`src/hw/rtl/lobm_pkg.sv`:
```
`timescale 1ns / 1ps

package lobm_pkg;

   // book geometry
   localparam int SIDE_DEPTH = 8;
   localparam int NSLOT      = 2 * SIDE_DEPTH;
   localparam int SLOT_W     = $clog2(NSLOT);
   localparam int CNT_W      = $clog2(SIDE_DEPTH + 1);

   // field widths
   localparam int MODE_W = 3;
   localparam int KIND_W = 4;
   localparam int ID_W   = 32;
   localparam int PX_W   = 32;
   localparam int QTY_W  = 24;
   localparam int AVG_W  = 48;
   localparam int FRAC_W = 16;

   // average update: numerator q*P*2^16 + avg*cum, denominator q + cum
   localparam int PROD_W = QTY_W + PX_W;
   localparam int NUM_W  = 73;
   localparam int DEN_W  = QTY_W + 1;
   localparam int STEP_W = $clog2(NUM_W);

   // item modes
   localparam logic [MODE_W-1:0] MODE_NEW     = 3'd0;
   localparam logic [MODE_W-1:0] MODE_CANCEL  = 3'd1;
   localparam logic [MODE_W-1:0] MODE_REPLACE = 3'd2;
   localparam logic [MODE_W-1:0] MODE_STATUS  = 3'd3;
   localparam logic [MODE_W-1:0] MODE_MATCH   = 3'd4;

   // report kinds
   localparam logic [KIND_W-1:0] KIND_NEW        = 4'd0;
   localparam logic [KIND_W-1:0] KIND_CANCELED   = 4'd1;
   localparam logic [KIND_W-1:0] KIND_PEND_REPL  = 4'd2;
   localparam logic [KIND_W-1:0] KIND_REPLACED   = 4'd3;
   localparam logic [KIND_W-1:0] KIND_PARTIAL    = 4'd4;
   localparam logic [KIND_W-1:0] KIND_FILLED     = 4'd5;
   localparam logic [KIND_W-1:0] KIND_STATUS     = 4'd6;
   localparam logic [KIND_W-1:0] KIND_CXL_REJ    = 4'd7;
   localparam logic [KIND_W-1:0] KIND_REPL_REJ   = 4'd8;
   localparam logic [KIND_W-1:0] KIND_UNKNOWN    = 4'd9;
   localparam logic [KIND_W-1:0] KIND_BOOK_FULL  = 4'd10;

   typedef struct packed {
      logic [ID_W-1:0]  id;
      logic [PX_W-1:0]  price;
      logic [QTY_W-1:0] order_qty;
      logic [QTY_W-1:0] leaves_qty;
      logic [QTY_W-1:0] cum_qty;
      logic [QTY_W-1:0] last_qty;
      logic [AVG_W-1:0] avg_price;
      logic [PX_W-1:0]  last_price;
   } entry_type;

   typedef struct packed {
      logic [KIND_W-1:0] report_kind;
      logic [ID_W-1:0]   report_order_id;
      logic [ID_W-1:0]   report_orig_id;
      logic              report_side;
      logic [QTY_W-1:0]  order_qty;
      logic [QTY_W-1:0]  leaves_qty;
      logic [QTY_W-1:0]  cum_qty;
      logic [AVG_W-1:0]  avg_price;
      logic [QTY_W-1:0]  last_qty;
      logic [PX_W-1:0]   last_price;
      logic [ID_W-1:0]   exec_id;
      logic              last_in_run;
   } report_type;

   typedef struct packed {
      logic [AVG_W-1:0] avg;
      logic [QTY_W-1:0] cum;
      logic [PX_W-1:0]  px;
      logic [QTY_W-1:0] q;
   } avg_op_type;

   // engine to output queue
   typedef struct packed {
      logic       emit;
      logic       finish;
      report_type rep;
   } oq_cmd_type;

   // output queue to engine
   typedef struct packed {
      logic pend_valid;
      logic out_free;
   } oq_stat_type;

   // table slot of entry idx on a side (bids first, then asks)
   function automatic logic [SLOT_W-1:0] slot(input logic side, input logic [CNT_W-1:0] idx);
      slot = SLOT_W'(side ? SIDE_DEPTH : 0) + SLOT_W'(idx);
   endfunction

endpackage

```
`src/hw/rtl/lobm_ifs.sv`:
```


interface lobm_rsp_if;
   logic                            valid;
   logic                            ready;
   logic [lobm_pkg::KIND_W-1:0]     report_kind;
   logic [lobm_pkg::ID_W-1:0]       report_order_id;
   logic [lobm_pkg::ID_W-1:0]       report_orig_id;
   logic                            report_side;
   logic [lobm_pkg::QTY_W-1:0]      order_qty;
   logic [lobm_pkg::QTY_W-1:0]      leaves_qty;
   logic [lobm_pkg::QTY_W-1:0]      cum_qty;
   logic [lobm_pkg::AVG_W-1:0]      avg_price;
   logic [lobm_pkg::QTY_W-1:0]      last_qty;
   logic [lobm_pkg::PX_W-1:0]       last_price;
   logic [lobm_pkg::ID_W-1:0]       exec_id;
   logic                            last_in_run;

   modport source (output valid, report_kind, report_order_id, report_orig_id, report_side,
                   order_qty, leaves_qty, cum_qty, avg_price, last_qty, last_price,
                   exec_id, last_in_run,
                   input ready);
   modport sink (input valid, report_kind, report_order_id, report_orig_id, report_side,
                 order_qty, leaves_qty, cum_qty, avg_price, last_qty, last_price,
                 exec_id, last_in_run,
                 output ready);
endinterface

```
`src/hw/rtl/lobm_out_queue.sv`:
```
`timescale 1ns / 1ps

// Holds the newest report until it is known whether another follows, then
// passes it to the output register with last_in_run set accordingly.
module lobm_out_queue (
   input  logic                  clock,
   input  logic                  reset,
   input  lobm_pkg::oq_cmd_type  cmd,
   output lobm_pkg::oq_stat_type stat,
   lobm_rsp_if.source            rsp
);

   logic                    pend_valid_ff, pend_valid_in;
   lobm_pkg::report_type    pend_ff, pend_in;
   logic                    out_valid_ff, out_valid_in;
   lobm_pkg::report_type    out_ff, out_in;
   logic                    out_free;

   assign out_free = !out_valid_ff || rsp.ready;

   always_comb begin
      pend_valid_in = pend_valid_ff;
      pend_in       = pend_ff;
      out_valid_in  = out_valid_ff;
      out_in        = out_ff;
      if (out_valid_ff && rsp.ready) begin
         out_valid_in = 1'b0;
      end
      if (cmd.emit) begin
         // a new report shows the held one was not the last
         if (pend_valid_ff) begin
            out_in             = pend_ff;
            out_in.last_in_run = 1'b0;
            out_valid_in       = 1'b1;
         end
         pend_in       = cmd.rep;
         pend_valid_in = 1'b1;
      end else if (cmd.finish && pend_valid_ff) begin
         out_in             = pend_ff;
         out_in.last_in_run = 1'b1;
         out_valid_in       = 1'b1;
         pend_valid_in      = 1'b0;
      end
   end

   always_ff @(posedge clock) begin
      if (reset) begin
         pend_valid_ff <= 1'b0;
         out_valid_ff  <= 1'b0;
      end else begin
         pend_valid_ff <= pend_valid_in;
         out_valid_ff  <= out_valid_in;
      end
      pend_ff <= pend_in;
      out_ff  <= out_in;
   end

   assign stat.pend_valid = pend_valid_ff;
   assign stat.out_free   = out_free;

   assign rsp.valid           = out_valid_ff;
   assign rsp.report_kind     = out_ff.report_kind;
   assign rsp.report_order_id = out_ff.report_order_id;
   assign rsp.report_orig_id  = out_ff.report_orig_id;
   assign rsp.report_side     = out_ff.report_side;
   assign rsp.order_qty       = out_ff.order_qty;
   assign rsp.leaves_qty      = out_ff.leaves_qty;
   assign rsp.cum_qty         = out_ff.cum_qty;
   assign rsp.avg_price       = out_ff.avg_price;
   assign rsp.last_qty        = out_ff.last_qty;
   assign rsp.last_price      = out_ff.last_price;
   assign rsp.exec_id         = out_ff.exec_id;
   assign rsp.last_in_run     = out_ff.last_in_run;

`ifndef SYNTHESIS
   a_emit_room: assert property (@(posedge clock) disable iff (reset)
      (cmd.emit && pend_valid_ff) |-> out_free)
      else $error("report pushed over a full output word");
   a_finish_room: assert property (@(posedge clock) disable iff (reset)
      (cmd.finish && pend_valid_ff) |-> out_free)
      else $error("run closed over a full output word");
   a_one_cmd: assert property (@(posedge clock) disable iff (reset)
      !(cmd.emit && cmd.finish))
      else $error("emit and finish together");
`endif

endmodule

```
`src/flat_wrapper.sv`:
```
// flat-port wrapper written by rule: the top's interface ports become plain ports
module lobm_out_queue_flat 
  (clock, reset, cmd, stat, rsp_valid, rsp_report_kind, rsp_report_order_id, rsp_report_orig_id, rsp_report_side, rsp_order_qty, rsp_leaves_qty, rsp_cum_qty, rsp_avg_price, rsp_last_qty, rsp_last_price, rsp_exec_id, rsp_last_in_run, rsp_ready);
  lobm_rsp_if rsp_i ();
  input  logic clock;
  input  logic reset;
  input  lobm_pkg::oq_cmd_type cmd;
  output lobm_pkg::oq_stat_type stat;
  output wire logic [$bits(rsp_i.valid)-1:0] rsp_valid;
  output wire logic [$bits(rsp_i.report_kind)-1:0] rsp_report_kind;
  output wire logic [$bits(rsp_i.report_order_id)-1:0] rsp_report_order_id;
  output wire logic [$bits(rsp_i.report_orig_id)-1:0] rsp_report_orig_id;
  output wire logic [$bits(rsp_i.report_side)-1:0] rsp_report_side;
  output wire logic [$bits(rsp_i.order_qty)-1:0] rsp_order_qty;
  output wire logic [$bits(rsp_i.leaves_qty)-1:0] rsp_leaves_qty;
  output wire logic [$bits(rsp_i.cum_qty)-1:0] rsp_cum_qty;
  output wire logic [$bits(rsp_i.avg_price)-1:0] rsp_avg_price;
  output wire logic [$bits(rsp_i.last_qty)-1:0] rsp_last_qty;
  output wire logic [$bits(rsp_i.last_price)-1:0] rsp_last_price;
  output wire logic [$bits(rsp_i.exec_id)-1:0] rsp_exec_id;
  output wire logic [$bits(rsp_i.last_in_run)-1:0] rsp_last_in_run;
  input wire logic [$bits(rsp_i.ready)-1:0] rsp_ready;
  assign rsp_valid = rsp_i.valid;
  assign rsp_report_kind = rsp_i.report_kind;
  assign rsp_report_order_id = rsp_i.report_order_id;
  assign rsp_report_orig_id = rsp_i.report_orig_id;
  assign rsp_report_side = rsp_i.report_side;
  assign rsp_order_qty = rsp_i.order_qty;
  assign rsp_leaves_qty = rsp_i.leaves_qty;
  assign rsp_cum_qty = rsp_i.cum_qty;
  assign rsp_avg_price = rsp_i.avg_price;
  assign rsp_last_qty = rsp_i.last_qty;
  assign rsp_last_price = rsp_i.last_price;
  assign rsp_exec_id = rsp_i.exec_id;
  assign rsp_last_in_run = rsp_i.last_in_run;
  assign rsp_i.ready = rsp_ready;
  lobm_out_queue u_core (.clock(clock), .reset(reset), .cmd(cmd), .stat(stat), .rsp(rsp_i));
endmodule
```
`config.mk`:
```
export PLATFORM = sky130hd
export DESIGN_NAME = lobm_out_queue_flat
export DESIGN_NICKNAME = d
export VERILOG_FILES = /design/src/hw/rtl/lobm_pkg.sv /design/src/hw/rtl/lobm_ifs.sv /design/src/hw/rtl/lobm_out_queue.sv /design/src/flat_wrapper.sv
export SDC_FILE = /design/constraint.sdc
export NUM_CORES = 1
export LEC_CHECK = 0
export BUFFER_PORTS_ARGS = -buffer_cell sky130_fd_sc_hd__buf_4
export CORE_MARGIN = 3
export CORE_UTILIZATION = 30
export DETAILED_ROUTE_END_ITERATION = 10
export GPL_TIMING_DRIVEN = 1
export PLACE_DENSITY_LB_ADDON = 0.08
export REMOVE_ABC_BUFFERS = 1
export SKIP_CTS_REPAIR_TIMING = 1
export SYNTH_ARGS = -nofsm -noshare
export SYNTH_HDL_FRONTEND = slang
export SYNTH_SLANG_ARGS = --single-unit
```
`constraint.sdc`:
```
create_clock -name clock -period 24 [get_ports clock]
set_clock_uncertainty 0.15 [all_clocks]
set_input_delay 6 -clock clock [delete_from_list [all_inputs] [get_ports clock]]
set_output_delay 6 -clock clock [all_outputs]
set_load 0.005 [all_outputs]
```
==> impl_summary.txt <==
----------------------------------------------------
[Worst hold path]
  Worst hold path type ... reg -> reg

[GRT]
  GRT Residual Overflow ... 0
  Via count of the first global-routing pass ... 8,244
  Initial antenna violation count ... 7
  Pin count of the biggest net entering global routing ... 98
  Global-route wire length before repair ... 58.3 mm
  GRT Util Overall ... 0.138

[Finish]
  Fraction of final layout cells sized beyond drive strength 1 ... 0.521
  Area growth from synthesis to layout ... 41.6%
  Nets@finish ... 1,478
  Util after Layout ... 0.430
  Leading cell types in the layout, fill and taps excluded ... 568 x buf_4, 555 x edfxtp_1, 61 x clkbuf_16, 18 x clkbuf_1, 14 x clkinv_1
  Fin cells ... 1,989
  Most frequent standard cell in the layout excluding fill and tap cells ... buf_4

[Synthesis]
  Number of warnings issued by yosys ... 0
  Post-synthesis area per instance ... 29.6 sq um
  Cell count after synthesis ... 566
  Fraction of the yosys area taken by sequential cells ... 0.996
  Largest cells by area after synthesis ... edfxtp_1 99%, dfxtp_1 0.24%, buf_4 0.090%
  Synth top area share ... 0.994
  Distinct cells, synth ... 9
  Post-synth design cell area ... 16,800 sq um
  Area leader, netlist ... edfxtp_1
  Number of flip-flops and latches in the synthesized netlist ... 557

[Routing]
  Number of nets with antenna violations after routing ... 0
  Number of vias after detailed routing ... 7,910
  Vias/cell ... 3.98
  Length of the first detailed-routing pass in iterations ... 4
  Average routed wire per standard cell ... 20.9 um
  Detailed-route wire length ... 41.6 mm
  Violation count after the first detailed-route iteration ... 405
  Remaining design rule violation count ... 0

[Floorplanning]
  Count of pins on the block boundary ... 564
  Placement row count ... 86
  Area of the core region ... 55,200 sq um
  Floorplan die height ... 242 um
  Starting density of the core ... 0.304
  Floorplan die area ... 58,800 sq um
  Width of the chip ... 242 um

[Timing]
  Final setup violation count ... 0
  Part of the cycle the worst path needs ... 0.522
  Setup repair after global routing missed its margin ... no
  Relative slew slack ... 0.301
  Transition time of the tightest slew-check pin ... 1.05 ns
  Final number of hold-violating endpoints ... 0
  Aggregate negative setup slack ... 0 ns
  Maximum clock frequency ... 79.9 MHz
  Time the final worst path needs with I/O delays and setup ... 12.52 ns
  Max-slew violations ... 0

[Setup path]
  Critical path, cell by cell ... buf_4, nand2b_4, buf_4
  Required time of the worst setup path ... 17.85 ns
  Crit-path most repeated cell ... buf_4
  Worst path slowest cell ... nand2b_4
  Crit start category ... input pin
  Class of the most critical setup path ... in -> out
  Worst endpoint data arrival time ... 6.37 ns
  Nature of the critical path endpoint ... output port
  CP max FO ... 2
  Crit-path max cell delay ... 0.13 ns

[CTS]
  Clk slew on worst S/H paths ... 0.06 ns
  Number of buffers inserted during clock tree synthesis ... 60
  CTS tree ... done
  Max Root-Sink Buffers ... 3
  Clock Sinks ... 557
  CTS root buf ... clkbuf_16
  Clock insertion delay at the later pin of the skew report ... 0.61 ns
  Clock H-tree levels ... 2

[Power and ir drop]
  Power per cell area ... 88.2 nW/um^2
  Cell leakage power ... 8.94 nW
  Total power ... 0.00209 W
  Worst vdd ir ... 0.0000527 V

[Outcome]
  Outcome ... complete, no violations

[Placement]
  Placed Cells ... 1,881
  Routability Congestion ... 0.757
  Port Buffers ... 562
  DP Wirelength ... 29.3 mm

[Job]
  Number of max-cap violations ... 0

----------------------------------------------------
power by group:
group | switching (W) | leakage [nW] | internal [W]
logic | 0.0000459 | 2.76 | 0.0000558
clock network | 0.000357 | 0.858 | 0.000474
registers | 0.0000150 | 5.32 | 0.00115
worst max-delay path: cells and delay by family:
family,cells,cell delay (ns)
buffers and inverters,2,0.24
AND/OR/NAND/NOR,1,0.13
path summary, 6_finish.rpt:
check | start | to | slack [ns] | cells past startpoint
worst max register to register | u_core.pend_valid_ff$_SDFFE_PP0P_ | u_core.rsp.last_price[19]$_DFFE_PP_ | 20.63 | 4
worst min register to register | u_core.pend_ff[195]$_DFFE_PP_ | u_core.rsp.order_qty[10]$_DFFE_PP_ | 0.26 | 0
worst max-delay path | rsp_ready | stat[0] | 11.48 | 3
worst min-delay path | u_core.pend_ff[195]$_DFFE_PP_ | u_core.rsp.order_qty[10]$_DFFE_PP_ | 0.26 | 0
synth_stat cells:
cell / number
nand2b_4: 1
buf_4: 2
edfxtp_1: 555
a21oi_2: 1
a21oi_1: 1
o21ai_1: 1
dfxtp_1: 2
nand2b_1: 1
inv_1: 2
sequential cells by signal (all words and copies together), names as in the netlist:
name / flops
u_core.pend_valid_ff: 1
u_core.rsp.last_qty: 24
u_core.rsp.cum_qty: 24
u_core.rsp.leaves_qty: 24
u_core.rsp.avg_price: 48
u_core.rsp.report_kind: 4
u_core.rsp.valid: 1
u_core.rsp.last_in_run: 1
u_core.rsp.report_side: 1
u_core.rsp.report_order_id: 32
u_core.rsp.last_price: 32
u_core.rsp.exec_id: 32
u_core.rsp.order_qty: 24
u_core.rsp.report_orig_id: 32
u_core.pend_ff: 277
cells by family after synthesis:
group / after synthesis / synth area share
flops: 557 / 0.996
simple gates: 2 / 0.00119
compound gates: 3 / 0.00112
buf+inv: 4 / 0.00134
final cells by class:
class	count	area (sq um)
diodes	2	5.00
clock buffers	79	1590
clock inverters	27	161
fillers	4961	31500
inverters	2	15.0
multi-input cells	5	38.8
flip-flops and latches	557	16700
well taps	748	936
repair buffers	569	4280
metal layers:
metal,share of wire,wire [um],vias up,global-route usage
met3,0.096,4010,80,0.0611
met2,0.53,22000,300,0.245
li1,-,-,3584,-
met4,0.027,1110,10,0.0488
met5,0.0017,69,-,0
met1,0.35,14400,3936,0.144
stage by stage:
stage	hold WS [ns]	setup slack (ns)	instance area [sq um]
CTS	0.260	11.48	23700
finish	0.261	11.48	23700
global placement	0.250	11.49	22000
global route	0.263	11.47	23700
floorplan	0.250	11.73	16800
detailed placement	0.255	11.48	22000
Note: power is estimated with default switching activity, not from simulation.
